File: config.mk
export PLATFORM = sky130hd
export DESIGN_NAME = stepper_ramp_step_timer_flat
export DESIGN_NICKNAME = d
export VERILOG_FILES = /design/src/rtl/core/srst_pkg.sv /design/src/rtl/core/srst_if.sv /design/src/rtl/core/srst_mdu.sv /design/src/rtl/core/stepper_ramp_step_timer.sv /design/src/flat_wrapper.sv
export SDC_FILE = /design/constraint.sdc
export NUM_CORES = 2
export LEC_CHECK = 0
export BUFFER_PORTS_ARGS = -buffer_cell sky130_fd_sc_hd__buf_2
export CORE_ASPECT_RATIO = 1.1
export CORE_MARGIN = 2
export CORE_UTILIZATION = 38
export CTS_BUF_LIST = sky130_fd_sc_hd__clkbuf_16
export DETAILED_ROUTE_END_ITERATION = 12
export GPL_TIMING_DRIVEN = 0
export PLACE_DENSITY_LB_ADDON = 0.3
export SYNTH_ARGS = -nofsm -noshare
export SYNTH_HDL_FRONTEND = slang
export SYNTH_SLANG_ARGS = --single-unit
File: constraint.sdc
create_clock -name clock -period 14.7 [get_ports clock]
set_clock_uncertainty 0.15 [all_clocks]
set_input_delay 2.94 -clock clock [delete_from_list [all_inputs] [get_ports clock]]
set_output_delay 2.94 -clock clock [all_outputs]
set_load 0.02 [all_outputs]
File: src/rtl/core/srst_pkg.sv
// Shared types and constants for the stepper ramp step timer.
`default_nettype none

package srst_pkg;

   // Item opcodes
   typedef enum logic [1:0] {
      OP_START = 2'd0,
      OP_STEP  = 2'd1,
      OP_BRAKE = 2'd2,
      OP_STOP  = 2'd3
   } opcode_type;

   // Motion phase reported with each result
   typedef enum logic [1:0] {
      PH_STOPPED = 2'd0,
      PH_ACCEL   = 2'd1,
      PH_CRUISE  = 2'd2,
      PH_DECEL   = 2'd3
   } phase_type;

   // Sequencer states
   typedef enum logic [3:0] {
      S_IDLE,
      S_SMUL,
      S_SDIV1,
      S_SMUL2,
      S_SDIV2,
      S_BMUL,
      S_BDIV,
      S_SCLS,
      S_RDIV1,
      S_RGO2,
      S_RDIV2,
      S_DONE
   } state_type;

   // Register map, word index on the CSR port
   localparam int CSR_AW = 5;
   localparam logic [2:0] REG_LINEAR_MODE     = 3'd0;
   localparam logic [2:0] REG_ACCEL_RATE      = 3'd1;
   localparam logic [2:0] REG_DECEL_RATE      = 3'd2;
   localparam logic [2:0] REG_FULL_RAMP_STEPS = 3'd3;
   localparam logic [2:0] REG_START_PERIOD    = 3'd4;
   localparam logic [2:0] REG_CRUISE_PERIOD   = 3'd5;

   localparam logic [15:0] RATE_RESET   = 16'd1000;
   localparam logic [31:0] PERIOD_RESET = 32'd1000;

   // Serial multiply/divide unit geometry
   localparam int MDU_QW = 48;   // quotient / product / dividend register
   localparam int MDU_DW = 34;   // divisor and remainder
   localparam int MDU_CW = 6;    // iteration counter
   localparam logic [MDU_CW-1:0] LEN_MUL  = 6'd16;
   localparam logic [MDU_CW-1:0] LEN_WIDE = 6'd48;
   localparam logic [MDU_CW-1:0] LEN_RAMP = 6'd34;

   typedef struct packed {
      logic              go;
      logic              is_div;
      logic [MDU_QW-1:0] opa;   // multiplier (low 16 bits) or left-aligned dividend
      logic [MDU_DW-1:0] opb;   // multiplicand (low 32 bits) or divisor
      logic [MDU_CW-1:0] len;
   } mdu_cmd_type;

   typedef struct packed {
      logic              busy;
      logic              done;
      logic [MDU_QW-1:0] quo;
      logic [MDU_DW-1:0] rmd;
   } mdu_sts_type;

endpackage

`default_nettype wire

File: src/rtl/core/srst_if.sv
// Valid/ready channel interfaces for the request and response beats.
`default_nettype none

interface srst_req_if;
   logic               valid;
   logic               ready;
   logic [1:0]         opcode;
   logic signed [31:0] move_steps;

   modport source (output valid, output opcode, output move_steps, input ready);
   modport sink   (input valid, input opcode, input move_steps, output ready);
endinterface

interface srst_rsp_if;
   logic        valid;
   logic        ready;
   logic        step_issued;
   logic        direction;
   logic [31:0] step_period;
   logic [1:0]  phase;
   logic [30:0] steps_left;
   logic [30:0] stopped_remaining;

   modport source (output valid, output step_issued, output direction, output step_period,
                   output phase, output steps_left, output stopped_remaining, input ready);
   modport sink   (input valid, input step_issued, input direction, input step_period,
                   input phase, input steps_left, input stopped_remaining, output ready);
endinterface

`default_nettype wire

File: src/rtl/core/srst_mdu.sv
// Bit-serial unsigned multiplier (32x16) and restoring divider (48/34), one bit per cycle.
`default_nettype none

module srst_mdu (
   input  wire logic                 clock,
   input  wire logic                 reset,
   input  wire srst_pkg::mdu_cmd_type cmd,
   output srst_pkg::mdu_sts_type     sts
);

   logic                        busy_ff, busy_in;
   logic                        done_ff, done_in;
   logic                        div_ff, div_in;
   logic [srst_pkg::MDU_QW-1:0] q_ff, q_in;
   logic [srst_pkg::MDU_DW-1:0] r_ff, r_in;
   logic [srst_pkg::MDU_DW-1:0] b_ff, b_in;
   logic [srst_pkg::MDU_CW-1:0] cnt_ff, cnt_in;
   logic [srst_pkg::MDU_DW:0]   shift_rem;
   logic [srst_pkg::MDU_DW:0]   trial;
   logic [32:0]                 mac;

   always_comb begin
      shift_rem = {r_ff, q_ff[srst_pkg::MDU_QW-1]};
      trial     = shift_rem - {1'b0, b_ff};
      mac       = {1'b0, q_ff[srst_pkg::MDU_QW-1:16]} + (q_ff[0] ? {1'b0, b_ff[31:0]} : 33'd0);

      busy_in = busy_ff;
      done_in = 1'b0;
      div_in  = div_ff;
      q_in    = q_ff;
      r_in    = r_ff;
      b_in    = b_ff;
      cnt_in  = cnt_ff;

      if (cmd.go) begin
         busy_in = 1'b1;
         div_in  = cmd.is_div;
         q_in    = cmd.opa;
         b_in    = cmd.opb;
         r_in    = '0;
         cnt_in  = cmd.len;
      end else if (busy_ff) begin
         if (div_ff) begin
            // restoring step: quotient bit enters at the bottom of q
            if (!trial[srst_pkg::MDU_DW]) begin
               r_in = trial[srst_pkg::MDU_DW-1:0];
               q_in = {q_ff[srst_pkg::MDU_QW-2:0], 1'b1};
            end else begin
               r_in = shift_rem[srst_pkg::MDU_DW-1:0];
               q_in = {q_ff[srst_pkg::MDU_QW-2:0], 1'b0};
            end
         end else begin
            // multiplier bits leave at the bottom, partial sum enters at the top
            q_in = {mac, q_ff[15:1]};
         end
         cnt_in = cnt_ff - srst_pkg::MDU_CW'(1);
         if (cnt_ff == srst_pkg::MDU_CW'(1)) begin
            busy_in = 1'b0;
            done_in = 1'b1;
         end
      end
   end

   always_ff @(posedge clock) begin
      if (reset) begin
         busy_ff <= 1'b0;
         done_ff <= 1'b0;
      end else begin
         busy_ff <= busy_in;
         done_ff <= done_in;
      end
      div_ff <= div_in;
      q_ff   <= q_in;
      r_ff   <= r_in;
      b_ff   <= b_in;
      cnt_ff <= cnt_in;
   end

   assign sts.busy = busy_ff;
   assign sts.done = done_ff;
   assign sts.quo  = q_ff;
   assign sts.rmd  = r_ff;

endmodule

`default_nettype wire

File: src/rtl/core/stepper_ramp_step_timer.sv
// Stepper step-period generator for trapezoidal moves with a serial ramp unit.
//
// Request channel (req_ch): one beat per command: start, step, brake or stop,
// with a signed step count used by start. Response channel (rsp_ch): exactly
// one beat per request, in order, carrying step flag, direction, period,
// phase, steps left and the count discarded by stop.
// Registers are written over the csr_ APB port (word i at byte 4*i); the user
// must write them only while the block is idle, which the block does not
// enforce. Reads return the stored value. Stop, cruising brake, constant-speed
// start/step and any step with no steps left need no serial arithmetic. A
// linear-mode step that does not ramp also passes the classify state. A ramping
// step runs two 34-bit serial divides. A linear start runs a 16-bit multiply and
// a 48-bit divide, and a second pair when the move is short and the triangle
// split needs it. A brake while accelerating runs a multiply and a divide. The
// bit-serial multiply/divide unit does all of this arithmetic. One request is in
// work at a time; the next is taken as soon as the result sits in the output
// register, even if the receiver stalls.
// Reset clears the move state, loads register defaults and empties the
// output register.
`default_nettype none

module stepper_ramp_step_timer #(
   parameter int COUNT_WIDTH = 32
) (
   input  wire logic                          clock,
   input  wire logic                          reset,
   srst_req_if.sink                           req_ch,
   srst_rsp_if.source                         rsp_ch,
   input  wire logic                          csr_psel,
   input  wire logic                          csr_penable,
   input  wire logic                          csr_pwrite,
   input  wire logic [srst_pkg::CSR_AW-1:0]   csr_paddr,
   input  wire logic [31:0]                   csr_pwdata,
   output logic [31:0]                        csr_prdata,
   output logic                               csr_pready
);

   localparam logic [31:0] MaxPos = 32'((33'd1 << (COUNT_WIDTH - 1)) - 33'd1);

   // configuration
   logic        lin_ff, lin_in;
   logic [15:0] acc_cfg_ff, acc_cfg_in;
   logic [15:0] dec_cfg_ff, dec_cfg_in;
   logic [30:0] full_ff, full_in;
   logic [31:0] sper_ff, sper_in;
   logic [31:0] cper_ff, cper_in;

   // move state
   logic [31:0]            rem_ff, rem_in;
   logic [COUNT_WIDTH-1:0] done_ff, done_in;
   logic [31:0]            ramp_ff, ramp_in;
   logic [31:0]            brake_ff, brake_in;
   logic [31:0]            per_ff, per_in;
   logic [31:0]            prem_ff, prem_in;
   logic                   dir_ff, dir_in;

   // per-item
   srst_pkg::state_type state_ff, state_in;
   logic        issued_ff, issued_in;
   logic        is_step_ff, is_step_in;
   logic [31:0] period_ff, period_in;
   logic [30:0] disc_ff, disc_in;
   logic        dneg_ff, dneg_in;
   logic        nneg_ff, nneg_in;

   // output register
   logic        rsp_valid_ff, rsp_valid_in;
   logic        o_issued_ff, o_issued_in;
   logic        o_dir_ff, o_dir_in;
   logic [31:0] o_period_ff, o_period_in;
   logic [1:0]  o_phase_ff, o_phase_in;
   logic [30:0] o_left_ff, o_left_in;
   logic [30:0] o_disc_ff, o_disc_in;

   srst_pkg::mdu_cmd_type mdu_cmd;
   srst_pkg::mdu_sts_type mdu_sts;

   logic                    csr_wr;
   logic [15:0]             acc;
   logic [15:0]             dec;
   logic [16:0]             acc_dec_sum;
   logic [31:0]             done_ext;
   srst_pkg::phase_type     cur_phase;
   logic [31:0]             mag;
   logic signed [34:0]      n_val;
   logic                    n_neg;
   logic [34:0]             n_abs;
   logic [33:0]             den_dec;
   logic [33:0]             den_acc;
   logic [48:0]             tri_sum;
   logic                    q_neg;
   logic [35:0]             pn_full;
   logic [33:0]             rmag;

   srst_mdu u_mdu (
      .clock (clock),
      .reset (reset),
      .cmd   (mdu_cmd),
      .sts   (mdu_sts)
   );

   // ---------------------------------------------------------------- CSR port
   assign csr_wr     = csr_psel & csr_penable & csr_pwrite;
   assign csr_pready = 1'b1;

   always_comb begin
      lin_in     = lin_ff;
      acc_cfg_in = acc_cfg_ff;
      dec_cfg_in = dec_cfg_ff;
      full_in    = full_ff;
      sper_in    = sper_ff;
      cper_in    = cper_ff;
      csr_prdata = '0;
      case (csr_paddr[4:2])
         srst_pkg::REG_LINEAR_MODE: begin
            csr_prdata = {31'd0, lin_ff};
            if (csr_wr) lin_in = csr_pwdata[0];
         end
         srst_pkg::REG_ACCEL_RATE: begin
            csr_prdata = {16'd0, acc_cfg_ff};
            if (csr_wr) acc_cfg_in = csr_pwdata[15:0];
         end
         srst_pkg::REG_DECEL_RATE: begin
            csr_prdata = {16'd0, dec_cfg_ff};
            if (csr_wr) dec_cfg_in = csr_pwdata[15:0];
         end
         srst_pkg::REG_FULL_RAMP_STEPS: begin
            csr_prdata = {1'b0, full_ff};
            if (csr_wr) full_in = csr_pwdata[30:0];
         end
         srst_pkg::REG_START_PERIOD: begin
            csr_prdata = sper_ff;
            if (csr_wr) sper_in = csr_pwdata;
         end
         srst_pkg::REG_CRUISE_PERIOD: begin
            csr_prdata = cper_ff;
            if (csr_wr) cper_in = csr_pwdata;
         end
         default: begin
            csr_prdata = '0;
         end
      endcase
   end

   // ---------------------------------------------------------- shared terms
   always_comb begin
      acc         = (acc_cfg_ff == 16'd0) ? 16'd1 : acc_cfg_ff;
      dec         = (dec_cfg_ff == 16'd0) ? 16'd1 : dec_cfg_ff;
      acc_dec_sum = {1'b0, acc} + {1'b0, dec};
      done_ext    = 32'(done_ff);

      if (rem_ff == 32'd0)            cur_phase = srst_pkg::PH_STOPPED;
      else if (rem_ff <= brake_ff)    cur_phase = srst_pkg::PH_DECEL;
      else if (done_ext <= ramp_ff)   cur_phase = srst_pkg::PH_ACCEL;
      else                            cur_phase = srst_pkg::PH_CRUISE;

      mag = req_ch.move_steps[31] ? (~req_ch.move_steps + 32'd1) : req_ch.move_steps;

      // ramp numerator 2p + r and its magnitude
      n_val = $signed({2'b00, per_ff, 1'b0}) + $signed({{3{prem_ff[31]}}, prem_ff});
      n_neg = n_val[34];
      n_abs = n_neg ? (~n_val + 35'd1) : n_val;

      // |1 - 4m| while braking, 4n + 1 while accelerating
      den_dec = {rem_ff, 2'b00} - 34'd1;
      den_acc = {done_ext, 2'b01};

      tri_sum = {18'd0, full_ff} + {1'b0, mdu_sts.quo};

      q_neg   = nneg_ff ^ dneg_ff;
      pn_full = q_neg ? ({4'd0, per_ff} + {2'd0, mdu_sts.quo[33:0]})
                      : ({4'd0, per_ff} - {2'd0, mdu_sts.quo[33:0]});
      rmag    = mdu_sts.rmd;
   end

   // ------------------------------------------------------------- sequencer
   always_comb begin
      state_in   = state_ff;
      rem_in     = rem_ff;
      done_in    = done_ff;
      ramp_in    = ramp_ff;
      brake_in   = brake_ff;
      per_in     = per_ff;
      prem_in    = prem_ff;
      dir_in     = dir_ff;
      issued_in  = issued_ff;
      is_step_in = is_step_ff;
      period_in  = period_ff;
      disc_in    = disc_ff;
      dneg_in    = dneg_ff;
      nneg_in    = nneg_ff;

      rsp_valid_in = (rsp_valid_ff && !rsp_ch.ready);
      o_issued_in  = o_issued_ff;
      o_dir_in     = o_dir_ff;
      o_period_in  = o_period_ff;
      o_phase_in   = o_phase_ff;
      o_left_in    = o_left_ff;
      o_disc_in    = o_disc_ff;

      mdu_cmd        = '0;
      req_ch.ready   = 1'b0;

      case (state_ff)
         srst_pkg::S_IDLE: begin
            req_ch.ready = 1'b1;
            if (req_ch.valid) begin
               issued_in  = 1'b0;
               is_step_in = 1'b0;
               period_in  = 32'd0;
               disc_in    = '0;
               state_in   = srst_pkg::S_DONE;
               case (srst_pkg::opcode_type'(req_ch.opcode))
                  srst_pkg::OP_START: begin
                     dir_in  = ~req_ch.move_steps[31];
                     rem_in  = (mag > MaxPos) ? MaxPos : mag;
                     done_in = '0;
                     prem_in = 32'd0;
                     if (lin_ff) begin
                        per_in         = sper_ff;
                        mdu_cmd.go     = 1'b1;
                        mdu_cmd.is_div = 1'b0;
                        mdu_cmd.opa    = {32'd0, acc};
                        mdu_cmd.opb    = {3'd0, full_ff};
                        mdu_cmd.len    = srst_pkg::LEN_MUL;
                        state_in       = srst_pkg::S_SMUL;
                     end else begin
                        ramp_in  = 32'd0;
                        brake_in = 32'd0;
                        per_in   = cper_ff;
                     end
                  end
                  srst_pkg::OP_STEP: begin
                     is_step_in = 1'b1;
                     if (rem_ff != 32'd0) begin
                        issued_in = 1'b1;
                        period_in = per_ff;
                        rem_in    = rem_ff - 32'd1;
                        done_in   = done_ff + COUNT_WIDTH'(1);
                        if (lin_ff) state_in = srst_pkg::S_SCLS;
                     end
                  end
                  srst_pkg::OP_BRAKE: begin
                     if (cur_phase == srst_pkg::PH_CRUISE) begin
                        rem_in = brake_ff;
                     end else if (cur_phase == srst_pkg::PH_ACCEL) begin
                        mdu_cmd.go     = 1'b1;
                        mdu_cmd.is_div = 1'b0;
                        mdu_cmd.opa    = {32'd0, acc};
                        mdu_cmd.opb    = {2'd0, done_ext};
                        mdu_cmd.len    = srst_pkg::LEN_MUL;
                        state_in       = srst_pkg::S_BMUL;
                     end
                  end
                  srst_pkg::OP_STOP: begin
                     disc_in = rem_ff[30:0];
                     rem_in  = 32'd0;
                  end
                  default: begin
                     state_in = srst_pkg::S_DONE;
                  end
               endcase
            end
         end

         // brake = ramp * accel / decel
         srst_pkg::S_SMUL: begin
            if (mdu_sts.done) begin
               mdu_cmd.go     = 1'b1;
               mdu_cmd.is_div = 1'b1;
               mdu_cmd.opa    = mdu_sts.quo;
               mdu_cmd.opb    = {18'd0, dec};
               mdu_cmd.len    = srst_pkg::LEN_WIDE;
               state_in       = srst_pkg::S_SDIV1;
            end
         end

         srst_pkg::S_SDIV1: begin
            if (mdu_sts.done) begin
               if ({17'd0, rem_ff} < tri_sum) begin
                  // short move: split into a triangle
                  mdu_cmd.go     = 1'b1;
                  mdu_cmd.is_div = 1'b0;
                  mdu_cmd.opa    = {32'd0, dec};
                  mdu_cmd.opb    = {2'd0, rem_ff};
                  mdu_cmd.len    = srst_pkg::LEN_MUL;
                  state_in       = srst_pkg::S_SMUL2;
               end else begin
                  ramp_in  = {1'b0, full_ff};
                  brake_in = mdu_sts.quo[31:0];
                  state_in = srst_pkg::S_DONE;
               end
            end
         end

         srst_pkg::S_SMUL2: begin
            if (mdu_sts.done) begin
               mdu_cmd.go     = 1'b1;
               mdu_cmd.is_div = 1'b1;
               mdu_cmd.opa    = mdu_sts.quo;
               mdu_cmd.opb    = {17'd0, acc_dec_sum};
               mdu_cmd.len    = srst_pkg::LEN_WIDE;
               state_in       = srst_pkg::S_SDIV2;
            end
         end

         srst_pkg::S_SDIV2: begin
            if (mdu_sts.done) begin
               ramp_in  = mdu_sts.quo[31:0];
               brake_in = rem_ff - mdu_sts.quo[31:0];
               state_in = srst_pkg::S_DONE;
            end
         end

         srst_pkg::S_BMUL: begin
            if (mdu_sts.done) begin
               mdu_cmd.go     = 1'b1;
               mdu_cmd.is_div = 1'b1;
               mdu_cmd.opa    = mdu_sts.quo;
               mdu_cmd.opb    = {18'd0, dec};
               mdu_cmd.len    = srst_pkg::LEN_WIDE;
               state_in       = srst_pkg::S_BDIV;
            end
         end

         srst_pkg::S_BDIV: begin
            if (mdu_sts.done) begin
               rem_in   = (mdu_sts.quo > {16'd0, MaxPos}) ? MaxPos : mdu_sts.quo[31:0];
               state_in = srst_pkg::S_DONE;
            end
         end

         // classify the step with the updated counts
         srst_pkg::S_SCLS: begin
            state_in = srst_pkg::S_DONE;
            if (rem_ff == 32'd0) begin
               state_in = srst_pkg::S_DONE;
            end else if (rem_ff <= brake_ff) begin
               dneg_in        = 1'b1;
               nneg_in        = n_neg;
               mdu_cmd.go     = 1'b1;
               mdu_cmd.is_div = 1'b1;
               mdu_cmd.opa    = {n_abs[33:0], 14'd0};
               mdu_cmd.opb    = den_dec;
               mdu_cmd.len    = srst_pkg::LEN_RAMP;
               state_in       = srst_pkg::S_RDIV1;
            end else if (done_ext < ramp_ff) begin
               dneg_in        = 1'b0;
               nneg_in        = n_neg;
               mdu_cmd.go     = 1'b1;
               mdu_cmd.is_div = 1'b1;
               mdu_cmd.opa    = {n_abs[33:0], 14'd0};
               mdu_cmd.opb    = den_acc;
               mdu_cmd.len    = srst_pkg::LEN_RAMP;
               state_in       = srst_pkg::S_RDIV1;
            end else if (done_ext == ramp_ff) begin
               // ramp end reached: jump to cruise, keep remainder
               per_in = cper_ff;
            end
         end

         srst_pkg::S_RDIV1: begin
            if (mdu_sts.done) begin
               if (pn_full[35])           per_in = 32'd0;
               else if (|pn_full[34:32])  per_in = 32'hFFFF_FFFF;
               else                       per_in = pn_full[31:0];
               state_in = srst_pkg::S_RGO2;
            end
         end

         // remainder of (2p_new + r) over the same divisor
         srst_pkg::S_RGO2: begin
            nneg_in        = n_neg;
            mdu_cmd.go     = 1'b1;
            mdu_cmd.is_div = 1'b1;
            mdu_cmd.opa    = {n_abs[33:0], 14'd0};
            mdu_cmd.opb    = dneg_ff ? den_dec : den_acc;
            mdu_cmd.len    = srst_pkg::LEN_RAMP;
            state_in       = srst_pkg::S_RDIV2;
         end

         srst_pkg::S_RDIV2: begin
            if (mdu_sts.done) begin
               if (nneg_ff) begin
                  if (rmag > 34'h0_8000_0000) prem_in = 32'h8000_0000;
                  else                        prem_in = 32'd0 - rmag[31:0];
               end else begin
                  if (rmag > 34'h0_7FFF_FFFF) prem_in = 32'h7FFF_FFFF;
                  else                        prem_in = rmag[31:0];
               end
               state_in = srst_pkg::S_DONE;
            end
         end

         srst_pkg::S_DONE: begin
            if (!rsp_valid_ff || rsp_ch.ready) begin
               rsp_valid_in = 1'b1;
               o_issued_in  = issued_ff;
               o_dir_in     = dir_ff;
               o_period_in  = is_step_ff ? period_ff : ((rem_ff != 32'd0) ? per_ff : 32'd0);
               o_phase_in   = cur_phase;
               o_left_in    = rem_ff[30:0];
               o_disc_in    = disc_ff;
               state_in     = srst_pkg::S_IDLE;
            end
         end

         default: begin
            state_in = srst_pkg::S_IDLE;
         end
      endcase
   end

   always_ff @(posedge clock) begin
      if (reset) begin
         lin_ff       <= 1'b0;
         acc_cfg_ff   <= srst_pkg::RATE_RESET;
         dec_cfg_ff   <= srst_pkg::RATE_RESET;
         full_ff      <= '0;
         sper_ff      <= srst_pkg::PERIOD_RESET;
         cper_ff      <= srst_pkg::PERIOD_RESET;
         rem_ff       <= '0;
         done_ff      <= '0;
         ramp_ff      <= '0;
         brake_ff     <= '0;
         per_ff       <= '0;
         prem_ff      <= '0;
         dir_ff       <= 1'b0;
         state_ff     <= srst_pkg::S_IDLE;
         rsp_valid_ff <= 1'b0;
      end else begin
         lin_ff       <= lin_in;
         acc_cfg_ff   <= acc_cfg_in;
         dec_cfg_ff   <= dec_cfg_in;
         full_ff      <= full_in;
         sper_ff      <= sper_in;
         cper_ff      <= cper_in;
         rem_ff       <= rem_in;
         done_ff      <= done_in;
         ramp_ff      <= ramp_in;
         brake_ff     <= brake_in;
         per_ff       <= per_in;
         prem_ff      <= prem_in;
         dir_ff       <= dir_in;
         state_ff     <= state_in;
         rsp_valid_ff <= rsp_valid_in;
      end
      issued_ff   <= issued_in;
      is_step_ff  <= is_step_in;
      period_ff   <= period_in;
      disc_ff     <= disc_in;
      dneg_ff     <= dneg_in;
      nneg_ff     <= nneg_in;
      o_issued_ff <= o_issued_in;
      o_dir_ff    <= o_dir_in;
      o_period_ff <= o_period_in;
      o_phase_ff  <= o_phase_in;
      o_left_ff   <= o_left_in;
      o_disc_ff   <= o_disc_in;
   end

   assign rsp_ch.valid             = rsp_valid_ff;
   assign rsp_ch.step_issued       = o_issued_ff;
   assign rsp_ch.direction         = o_dir_ff;
   assign rsp_ch.step_period       = o_period_ff;
   assign rsp_ch.phase             = o_phase_ff;
   assign rsp_ch.steps_left        = o_left_ff;
   assign rsp_ch.stopped_remaining = o_disc_ff;

   // ------------------------------------------------------------ assertions
   a_mdu_go_idle: assert property (@(posedge clock) disable iff (reset)
      mdu_cmd.go |-> !mdu_sts.busy)
      else $error("serial unit launched while busy");

   a_done_holds: assert property (@(posedge clock) disable iff (reset)
      (state_ff == srst_pkg::S_DONE && rsp_valid_ff && !rsp_ch.ready)
         |=> state_ff == srst_pkg::S_DONE)
      else $error("result dropped while output register was full");

   a_idle_stable: assert property (@(posedge clock) disable iff (reset)
      (state_ff == srst_pkg::S_IDLE && !req_ch.valid) |=> ($stable(per_ff) && $stable(rem_ff)))
      else $error("move state changed with no request");

   a_rsp_from_done: assert property (@(posedge clock) disable iff (reset)
      $rose(rsp_valid_ff) |-> $past(state_ff) == srst_pkg::S_DONE)
      else $error("response beat raised outside result stage");

endmodule

`default_nettype wire

File: src/flat_wrapper.sv
// flat-port wrapper written by rule: the top's interface ports become plain ports
module stepper_ramp_step_timer_flat 
#(
   parameter int COUNT_WIDTH = 32
)
  (clock, reset, csr_psel, csr_penable, csr_pwrite, csr_paddr, csr_pwdata, csr_prdata, csr_pready, req_ch_valid, req_ch_opcode, req_ch_move_steps, req_ch_ready, rsp_ch_valid, rsp_ch_step_issued, rsp_ch_direction, rsp_ch_step_period, rsp_ch_phase, rsp_ch_steps_left, rsp_ch_stopped_remaining, rsp_ch_ready);
  srst_req_if req_ch_i ();
  srst_rsp_if rsp_ch_i ();
  input  wire logic clock;
  input  wire logic reset;
  input  wire logic csr_psel;
  input  wire logic csr_penable;
  input  wire logic csr_pwrite;
  input  wire logic [srst_pkg::CSR_AW-1:0] csr_paddr;
  input  wire logic [31:0] csr_pwdata;
  output logic [31:0] csr_prdata;
  output logic csr_pready;
  input wire logic [$bits(req_ch_i.valid)-1:0] req_ch_valid;
  input wire logic [$bits(req_ch_i.opcode)-1:0] req_ch_opcode;
  input wire logic [$bits(req_ch_i.move_steps)-1:0] req_ch_move_steps;
  output wire logic [$bits(req_ch_i.ready)-1:0] req_ch_ready;
  output wire logic [$bits(rsp_ch_i.valid)-1:0] rsp_ch_valid;
  output wire logic [$bits(rsp_ch_i.step_issued)-1:0] rsp_ch_step_issued;
  output wire logic [$bits(rsp_ch_i.direction)-1:0] rsp_ch_direction;
  output wire logic [$bits(rsp_ch_i.step_period)-1:0] rsp_ch_step_period;
  output wire logic [$bits(rsp_ch_i.phase)-1:0] rsp_ch_phase;
  output wire logic [$bits(rsp_ch_i.steps_left)-1:0] rsp_ch_steps_left;
  output wire logic [$bits(rsp_ch_i.stopped_remaining)-1:0] rsp_ch_stopped_remaining;
  input wire logic [$bits(rsp_ch_i.ready)-1:0] rsp_ch_ready;
  assign req_ch_i.valid = req_ch_valid;
  assign req_ch_i.opcode = req_ch_opcode;
  assign req_ch_i.move_steps = req_ch_move_steps;
  assign req_ch_ready = req_ch_i.ready;
  assign rsp_ch_valid = rsp_ch_i.valid;
  assign rsp_ch_step_issued = rsp_ch_i.step_issued;
  assign rsp_ch_direction = rsp_ch_i.direction;
  assign rsp_ch_step_period = rsp_ch_i.step_period;
  assign rsp_ch_phase = rsp_ch_i.phase;
  assign rsp_ch_steps_left = rsp_ch_i.steps_left;
  assign rsp_ch_stopped_remaining = rsp_ch_i.stopped_remaining;
  assign rsp_ch_i.ready = rsp_ch_ready;
  stepper_ramp_step_timer #(.COUNT_WIDTH(COUNT_WIDTH)) u_core (.clock(clock), .reset(reset), .req_ch(req_ch_i), .rsp_ch(rsp_ch_i), .csr_psel(csr_psel), .csr_penable(csr_penable), .csr_pwrite(csr_pwrite), .csr_paddr(csr_paddr), .csr_pwdata(csr_pwdata), .csr_prdata(csr_prdata), .csr_pready(csr_pready));
endmodule
# --- Yosys cells after proc, flatten, opt, wreduce, memory -nomap -nowiden ---
# Cells that the tools add are included.
classes:
  addsub: 15
  order_cmp: 8
  eq_ne: 47
  n_mux: 105
  n_bitwise: 8
  reduce_logical: 42
ops:
  columns: ["operator", "count"]
  rows:
  - ["$mux 32", 36]
  - ["$mux 90", 11]
  - ["$pmux 90 s6", 1]
  - ["$pmux 32 s3", 3]
  - ["$pmux 32 s2", 3]
  - ["$pmux 32 s6", 1]
  - ["$pmux 90 s2", 1]
  - ["$mux 48", 3]
  - ["$pmux 32 s4", 1]
  - ["$mux 34", 3]
  - ["$add 32x1->32 const B", 2]
  - ["$le 32x32->1", 2]
  - ["$mux 4", 16]
  - ["$add 31x48->49", 1]
  - ["$lt 32x49->1", 1]
  - ["$gt 48x31->1 const B", 1]
  - ["$pmux 4 s10", 1]
  - ["$mux 36", 1]
  - ["$add 32x34->35", 1]
  - ["$add 34x32->35", 1]
  - ["$sub 32x34->35", 1]
  - ["$sub 35x34->35", 1]
  - ["$add 34x1->34 const B", 1]
  - ["$gt 34x31->1 const B", 1]
  - ["other kinds (56)", 131]
totals:
  regBits: 616

# --- Logic depth before layout (Yosys ltp) ---
depth:
  ltp_word: 12
  mapped_depth: 28
  mapped_depth_nobuf: 27

# --- Cells and area by module ---
# A second synthesis with hierarchy kept.
unflattened:
  cells_unflattened: 5850
  area_unflattened_um2: 47360.4
by_module_without_submodules:
  columns: ["mod", "n_inst", "cells_per_inst", "area_each_um2", "seq_area_each_um2"]
  rows:
  - ["stepper_ramp_step_timer", 1, 4789, 38056.5, 11481.0]
  - ["srst_mdu", 1, 1061, 9303.9, 3393.3]

# --- Worst setup path before layout ---
# Ideal clock, no wire load.
synth_timing:
  kind: "input port to output port"
  start: "input port csr_paddr[2] (netlist name)"
  end: "output port csr_prdata[23]"
  arrival_time_ps: 4872
  path_slack_ps: 6738
  cell_stages: 5
  n_path_buf: 3
  cell_sequence: "buf_1 clkbuf_1 buf_1 mux2i_1 o21ai_0"
synth_via:
  elab_chain_cells: 2
  elab_cells_between_ends: 7
  classes_between: "eq/ne (5); mux (1); reduce/logical (1)"
synth_rtl:
  columns: ["element", "line", "rtl"]
  rows:
  - ["start, declared", "flat_wrapper.sv:14", "input wire logic [srst_pkg::CSR_AW-1:0] csr_paddr;"]
  - ["$eq 3x3->1 (tied with other cells)", "stepper_ramp_step_timer.sv:114", "case (csr_paddr[4:2])"]
  - ["$pmux 32 s6 *", "stepper_ramp_step_timer.sv:114", null]
  - ["end, declared", "flat_wrapper.sv:16", "output logic [31:0] csr_prdata;"]
# Mark *: on every way between the ends. The rest lies on a longest branch, timed or not.

# --- Worst setup path in the final report ---
layout_timing:
  start: "input port csr_paddr[2] (netlist name)"
  end: "output port csr_prdata[30]"
# The elaborated chain is that of the path after synthesis.

==> impl_results.md <==
* Outcome: finished with violations
* Failing checks: max-capacitance violations, max-slew violations
* Hold-fix buffers at CTS at 0
* Die Y at 368 um
* Fmax at 111 MHz
* Worst Path Arrival at 5.93 ns
* Die X at 335 um
* Worst-path clk slew at 0.05 ns
* Post-DRT Antenna Nets at 0
* Headroom to the max-slew limit at -1.35%
* Synth top cells by count: nand2_1 (637), a21oi_1 (526), nor2_1 (484), dfxtp_1 (362), ha_1 (343)
* Vias in the first global route at 43200
* Layout cells sized above 1 at 7.31%
* Die area at 123000 um2
* Max IR drop VDD at 0.101 mV
* Pre-CTS setup slack at 5.80 ns
* Cts bufs inserted at 77
* Power after layout at 8.95 mW
* Primary FF master, synth: dfxtp_1
* Routed WL at 200000 um
* Final HPWL DP at 159000 um
* WP data required at 11.61 ns
* #FFs+latches synth at 616
* Pre-Repair DR Iteration Count at 10
* Synth Area in Compound Gates at 26.1%
* Register area share after synthesis at 32.6%
* Routed vias at 46600
* Antenna violations before repair at 7
* Total negative slack at 0 ns
* P per Cell Area at 175 nW/um2
* Yosys top cell by area: edfxtp_1
* Net count, final at 6326
* Worst skew pair latency at 0.71 ns
* Row cnt at 133
* Synthesized instance count at 5612
* Post-synthesis adder-cell area fraction at 9.75%
* Setup ws final at 5.68 ns
* Post-CTS Setup Bufs at 0
* Final worst path period share at 61.4%
* Syn nets at 6041
* Synth unique cells at 99
* CTS tree: yes
* CTS sink cnt at 616
* Core Region at 119000 um2
* Slowest CP cell: buf_1
* # fillers at 12100
* Synthesized cell area at 45700 um2
* EDFF count, synth at 254
* Final Cell Area at 51200 um2
* Hold Vio Cnt, Final at 0
* Final count of negative-setup-slack endpoints at 0
* Vias/cell at 6.20
* Leak at 20.2 nW
* Largest stage delay, worst path at 0.84 ns
* Slew @ Worst Pin at 1.52 ns
* RSZ-0062 raised after global routing: false
* WL/cell at 26.6 um
* Placer Congestion at 1.03
* Post-Synth Simple-Gate Area at 19.2%
* Async SR Flop Fraction at 0%
* Yosys warns at 0
* # IOs at 211
* Post-route insts no fill at 7517
* Mux share of post-synthesis cell area at 1.91%
* Min-delay worst type: reg -> reg
* Max Root-Sink Buffers at 3
* CP startpoint kind: primary input
* GR Util All Layers at 31.4%
* DRC at 0
* H-tree levels at 3
* Fin util at 42.9%
* # resized after CTS at 0
* Synth Area per Inst at 8.14 um2
* Worst hold margin at 0.268 ns
* Crit path max fanout at 10
* XOR/XNOR share of the synthesized area at 5.27%
* Largest net degree at the start of global routing at 66
* Synth area leaders: edfxtp_1 (17%), dfxtp_1 (16%), ha_1 (9.4%), a21oi_1 (5.8%), nand2_1 (5.2%)
* Max-cap violations at 1
* Minimum clock period at 9.02 ns
* Root buffer cell: clkbuf_16
* First-pass GRT wire length at 287000 um
* DR iter-0 viols at 5640
* Synth top area share at 16.7%
* Grt total ovfl at 0
* DP Area at 48700 um2
* Area Growth Syn to Fin at 12.2%
* Worst path cell trace: buf_2 > buf_1 > clkbuf_1 > buf_1 > mux2i_1 > o21ai_0 > buf_2
* Pins Over Slew Limit at 12
* CP Capture Type: output port
* PortBufs at 203
* Placed Instances at 7370
* Main combinational cell family by area after synthesis: compound AO/OA/AOI/OAI gates
* Starting Density at 38.3%
* Most common cell in the netlist: nand2_1
* Critical Setup Path Class: in -> out
-- worst max-delay path: cells and delay by family --
family | cells | cell delay [ns]
buffers and inverters | 5 | 2.42
AOI/OAI and AO/OA | 1 | 0.37
muxes | 1 | 0.17
-- where the power goes --
group / leakage, nW / internal [mW] / switching, mW
logic: 13.6 / 1.47 / 2.90
clock network: 1.28 / 1.10 / 0.850
registers: 5.30 / 2.12 / 0.512
-- layer usage --
| metal | vias to the layer above | GRT usage [%] | wire (um) |
|---|---|---|---|
| met3 | 579 | 4.68 | 16700 |
| li1 | 21200 | - | - |
| met2 | 2398 | 49.0 | 88100 |
| met4 | 2 | 19.7 | 14800 |
| met5 | - | 0 | 7 |
| met1 | 22400 | 40.6 | 80700 |
-- cell type report --
cell class                      count  area, um2  share of cell area (%)
Multi-Input combinational cell   4386      28400                    55.5
Sequential cell                   616      14900                    29.0
Clock buffer                       79       1980                    3.86
Tap cell                         1552       1940                    3.79
Buffer                            361       1420                    2.77
Timing Repair Buffer              206       1080                    2.11
Inverter                          249        937                    1.83
Clock inverter                     65        546                    1.06
Antenna cell                        3       7.51                  0.0147
-- cells in the final DEF, fill, tap and decap left out, types with 49 or more instances in the layout --
master     instances
inv_1            260
a211oi_1         140
a21oi_1          526
edfxtp_1         254
xor2_1           121
o21ai_0          334
a22oi_1          105
a21o_1           118
clkbuf_16         79
nor2b_1           59
and3_1           101
o21a_1            49
nand3_1          111
and2_1            52
nand2_1          637
nor2_1           484
clkbuf_1         307
nor3_1           133
a221o_1           49
o22ai_1           52
a221oi_1          67
nand2b_1          54
buf_2            238
dfxtp_1          362
xnor2_1          154
nand4_1           52
ha_1             343
mux2i_1           76
-- registers in the layout (all words and copies together), names as in the netlist, 4 cells and up --
signal                           count
u_core.acc_cfg_ff                   16
u_core.brake_ff                     32
u_core.cper_ff                      32
u_core.dec_cfg_ff                   16
u_core.disc_ff                      31
u_core.done_ext                     32
u_core.full_ff                      31
u_core.per_ff                       32
u_core.period_ff                    32
u_core.prem_ff                      32
u_core.ramp_ff                      32
u_core.rem_ff                       32
u_core.rsp_ch.step_period           32
u_core.rsp_ch.steps_left            31
u_core.rsp_ch.stopped_remaining     31
u_core.sper_ff                      32
u_core.state_ff                      4
u_core.u_mdu.b_ff                   34
u_core.u_mdu.cnt_ff                  6
u_core.u_mdu.q_ff                   48
u_core.u_mdu.r_ff                   34
-- kinds of logic after synthesis --
kind of cell               Yosys count
xor gates and xnor gates           275
DFF                                616
buffers and inverters              610
adders and majority gates          351
muxes                               85
AOI/OAI and AO/OA                 1811
other                                1
and+or+nand+nor                   1863
-- path summary, 6_finish.rpt --
path                                            from                                   to  slack [ns]  depth (start not counted)
worst max-delay path                    csr_paddr[2]                       csr_prdata[30]        5.68                          7
worst min-delay path              u_core.disc_ff[23]  u_core.rsp_ch.stopped_remaining[23]        0.27                          0
worst max register to register  u_core.u_mdu.q_ff[0]                u_core.u_mdu.q_ff[39]        6.11                         24
worst min register to register    u_core.disc_ff[23]  u_core.rsp_ch.stopped_remaining[23]        0.27                          0
Power figures use the tool's default switching activity.
